`config.mk`:
```
export PLATFORM = sky130hd
export DESIGN_NAME = msws_out_fifo
export DESIGN_NICKNAME = d
export VERILOG_FILES = /design/src/rtl/core/msws_pkg.sv /design/src/rtl/core/msws_out_fifo.sv
export SDC_FILE = /design/constraint.sdc
export NUM_CORES = 1
export LEC_CHECK = 0
export BUFFER_PORTS_ARGS = -buffer_cell sky130_fd_sc_hd__buf_2
export CORE_UTILIZATION = 50
export DETAILED_ROUTE_END_ITERATION = 8
export PLACE_DENSITY = 0.71
export SLEW_MARGIN = 20
export SYNTH_ARGS = -nofsm -noshare
export SYNTH_HDL_FRONTEND = slang
export SYNTH_SLANG_ARGS = --single-unit
```
`constraint.sdc`:
```
create_clock -name i_clk -period 2.5 [get_ports i_clk]
set_clock_uncertainty 0.15 [all_clocks]
set_input_delay 0.5 -clock i_clk [delete_from_list [all_inputs] [get_ports i_clk]]
set_output_delay 0.5 -clock i_clk [all_outputs]
set_load 0.03 [all_outputs]
```
`src/rtl/core/msws_pkg.sv`:
```
// Shared constants, register codes and status types for the max square window sum block.
`timescale 1ns / 1ps
package msws_pkg;

    localparam int MAX_GRID_DEF   = 64;
    localparam int VALUE_BITS_DEF = 8;

    localparam int CFG_W       = 7;
    localparam int CFG_IDX_W   = 1;
    localparam int CELL_W      = 8;
    localparam int MAX_SUM_W   = 20;
    localparam int IN_TDATA_W  = 8;
    localparam int OUT_TDATA_W = 24;

    localparam logic [CFG_W-1:0] GRID_SIZE_RST   = 7'd5;
    localparam logic [CFG_W-1:0] WINDOW_SIZE_RST = 7'd2;

    localparam int FIFO_DEPTH = 4;
    localparam int FIFO_CNT_W = $clog2(FIFO_DEPTH + 1);

    typedef enum logic [CFG_IDX_W-1:0] {
        REG_GRID_SIZE   = 1'b0,
        REG_WINDOW_SIZE = 1'b1
    } t_cfg_reg;

    typedef struct packed {
        logic s1_valid;
        logic s2_valid;
    } t_pipe_stat;

endpackage

```
`src/rtl/core/msws_out_fifo.sv`:
```
// Small result queue that decouples the sum pipeline from the output channel.
`timescale 1ns / 1ps
module msws_out_fifo #(
    parameter int DEPTH = msws_pkg::FIFO_DEPTH,
    parameter int WIDTH = msws_pkg::MAX_SUM_W,
    parameter int CNT_W = $clog2(DEPTH + 1)
) (
    input  logic             i_clk,
    input  logic             i_rst_n,
    input  logic             i_push,
    input  logic [WIDTH-1:0] i_data,
    output logic             o_valid,
    input  logic             i_ready,
    output logic [WIDTH-1:0] o_data,
    output logic [CNT_W-1:0] o_count
);

    localparam int PTR_W = (DEPTH > 1) ? $clog2(DEPTH) : 1;

    logic [WIDTH-1:0] r_mem [DEPTH];
    logic [PTR_W-1:0] r_wr_ptr, n_wr_ptr;
    logic [PTR_W-1:0] r_rd_ptr, n_rd_ptr;
    logic [CNT_W-1:0] r_count, n_count;
    logic             pop;

    assign pop     = o_valid && i_ready;
    assign o_valid = (r_count != '0);
    assign o_data  = r_mem[r_rd_ptr];
    assign o_count = r_count;

    always_comb begin
        n_wr_ptr = r_wr_ptr;
        n_rd_ptr = r_rd_ptr;
        n_count  = r_count;
        if (i_push) begin
            n_wr_ptr = (r_wr_ptr == PTR_W'(DEPTH - 1)) ? '0 : r_wr_ptr + PTR_W'(1);
        end
        if (pop) begin
            n_rd_ptr = (r_rd_ptr == PTR_W'(DEPTH - 1)) ? '0 : r_rd_ptr + PTR_W'(1);
        end
        if (i_push && !pop) begin
            n_count = r_count + CNT_W'(1);
        end else if (pop && !i_push) begin
            n_count = r_count - CNT_W'(1);
        end
    end

    always_ff @(posedge i_clk) begin
        if (!i_rst_n) begin
            r_wr_ptr <= '0;
            r_rd_ptr <= '0;
            r_count  <= '0;
        end else begin
            r_wr_ptr <= n_wr_ptr;
            r_rd_ptr <= n_rd_ptr;
            r_count  <= n_count;
        end
    end

    always_ff @(posedge i_clk) begin
        if (i_push) begin
            r_mem[r_wr_ptr] <= i_data;
        end
    end

    // The input side holds back beats so that every result in flight has a slot.
    a_no_overflow: assert property (@(posedge i_clk) disable iff (!i_rst_n)
        !(i_push && (r_count == CNT_W'(DEPTH))))
        else $error("result queue overflow");

    a_count_up: assert property (@(posedge i_clk) disable iff (!i_rst_n)
        ($past(i_rst_n) && $past(i_push && !pop)) |-> (r_count == $past(r_count) + CNT_W'(1)))
        else $error("result queue count lost a push");

endmodule

```
==> reports/metrics.cfg <==
[status]
status = finished, final reports clean

[setup_path]
critPathSlowestCell = dfxtp_1
worstPathArrival_ns = 2.44
worstSetupStartpointType = register
crit_type = register to register
path_max_fanout = 5
path_cells = o31ai_4, ha_1, inv_1, fa_1, xor2_1, or3_1, a21boi_0
slowest_delay_ns = 0.38
critical_path_required_ns = 2.59
cp-end-kind = register

[power]
totalPowerFinal_mw = 3.77
switching_share_pct = 29.6
p_per_area_mw_per_mm2 = 960
p_switching_mw = 1.12
internal-power_mw = 2.66
p_leak_nw = 1.38
power_frac_seq_pct = 47.2
ir_worst_vdd_v = 0.000585
pwr-share-comb_pct = 27.4
clkPwrFrac_pct = 25.5

[grt]
grt_pass1_vias = 1700
grt_start_max_net_pins = 21
grt_pass1_wl_um = 8610
overflow = 0
groute.usage.overall_pct = 16.7
antenna_found_initial = 0

[logic_synthesis]
synth_cell_type_count = 20
synth_top_area_share_pct = 71.9
synth_area_per_cell_um2 = 22.4
post-synth-top-area-cell = edfxtp_1
synth_edf_count = 80
ys.flop_type = edfxtp_1
synth_xor_area_share_pct = 0.524
ys_ff_latch = 89
synthAdderAreaFrac_pct = 2.85
synth_top_family_by_area = multiplexers
synth_area_leaders = edfxtp_1 (72%), mux4_2 (13%), dfxtp_1 (5.4%)
async_reset_ff_share_pct = 0
synthesis.area_mm2 = 0.00334
synthCells = 149
ys_warn_count = 0
synth_compound_area_share_pct = 1.05
ys_seq_area_share_pct = 77.3
syn_nets = 180
synth-simple-area-share_pct = 2.62
muxShareOfSynthArea_pct = 14.4

[die]
core_area_mm2 = 0.00639
die_w_um = 83.8
die_h_um = 83.8
fp-row-count = 29
initial_core_util_pct = 52.3
dieArea_mm2 = 0.00701
pin_count = 48

[clock_tree]
post_cts_buffers = 0
cts_tree = built
cts_resized = 0
cts_buffers = 9
clock_path_buffers = 2
holdBufCountCts = 0
clkTransAtPathRegs_ns = 0.08
cts.sinks = 89
htreeDepth = 3
insertion_delay_ns = 0.33
cts_root_buf = clkbuf_8

[timing]
hold_violations = 0
slew_viol_final = 0
hold_ws_ns = 0.226
final.setup.tns_ns = 0
slew_headroom_pct = 79.7
setup_violations = 0
timing.fmax_ghz = 0.426
period_share_pct = 93.9
layout_setup_ws_ns = 0.153
fin_crit_ns = 2.35
worst_pin_slew_ns = 0.305
rsz0062_at_grt = false

[final_layout]
layout_common_cells = edfxtp_1 (80), buf_2 (47), mux4_2 (20)
nets = 243
antennaDiodeCount = 0
layout.cells.non_filler = 294
design_area_mm2 = 0.00393
final_layout_size_suffix_gt1_share_pct = 41.5
syn2layout_area_growth_pct = 17.6
postLayoutCoreUtil_pct = 61.5
final_common_cell = edfxtp_1

[placement]
post-place-ws_ns = 0.0880
post-place-cells = 278
gp_congestion = 0.659
dp_hpwl_um = 3580
postPlaceCellArea_mm2 = 0.00372
portBuffers = 47

[hold_path]
hp-class = primary input to register

[drt]
drt-total-wl_um = 5330
drt_iter0_markers = 118
ant_nets = 0
drc = 0
avgRoutedWirePerCell_um = 18.1
post_drt_via_cell_ratio = 5.43
firstDrtPassIters = 4
num_vias = 1595

[flow_run]
drv_cap = 0

==> Yosys cell counts, drive strengths merged, types with 2 or more instances <==
library cell,n
ha,6
nand3,2
nor2,2
mux4,20
mux2i,3
or3,2
o21ai,3
buf,4
nand2,2
edfxtp,80
dfxtp,9
nor2b,3
and2,5
inv,3
==> layout make-up <==
cell class / count / area, um^2
clock buffers: 13 / 159
inverters: 3 / 11.3
fillers: 427 / 2460
flip-flops and latches: 89 / 2580
multi-input cells: 53 / 724
clock inverters: 3 / 41.3
well taps: 77 / 96.3
repair buffers: 56 / 315
==> state kept, by name, indices dropped and copies added, names as in the netlist, named ones only <==
register / count
r_mem: 80
o_count: 3
r_rd_ptr: 2
r_wr_ptr: 2
==> per-layer routing <==
layer,up-vias,wire length (um),global-route usage [%]
met5,-,0,0
met1,812,2260,21.1
met3,10,234,3.96
met2,40,2750,27.6
li1,733,-,-
met4,0,82,7.86
==> worst max-delay path, delay by kind of cell, from the launching register on <==
family / cells / cell delay, ns
adder cells (fa/ha/maj): 2 / 0.61
AO/OA/AOI/OAI: 2 / 0.56
flip-flops: 1 / 0.38
AND/OR/NAND/NOR: 1 / 0.32
XOR/XNOR: 1 / 0.18
buffers and inverters: 1 / 0.06
==> power groups by stage <==
| stage | combinational [mW] | clock [mW] | sequential (mW) |
|---|---|---|---|
| floorplan | 0.748 | 0 | 1.83 |
| detailed placement | 1.04 | 0 | 1.81 |
| global route | 1.10 | 1.04 | 1.79 |
| CTS | 1.05 | 0.993 | 1.78 |
| global placement | 1.01 | 0 | 1.80 |
| finish | 1.03 | 0.962 | 1.78 |
==> kinds of logic (layout without fill, tap and decap cells) <==
family / Yosys count / in the layout
buffers and inverters: 7 / 75
XOR/XNOR: 2 / 2
AO/OA/AOI/OAI: 5 / 5
adder cells (fa/ha/maj): 7 / 7
multiplexers: 23 / 23
flip-flops: 89 / 89
AND/OR/NAND/NOR: 16 / 16
==> final timing paths <==
kind / startpoint / to / slack (ns) / depth (start not counted)
hold / removal: i_data[17] / r_mem[0][17] / 0.23 / 1
setup / recovery: o_count[1] / o_count[2] / 0.15 / 7
hold reg to reg: r_rd_ptr[1] / register / 0.41 / 2
setup reg to reg: o_count[1] / o_count[2] / 0.15 / 7
Power figures use the tool's default switching activity.
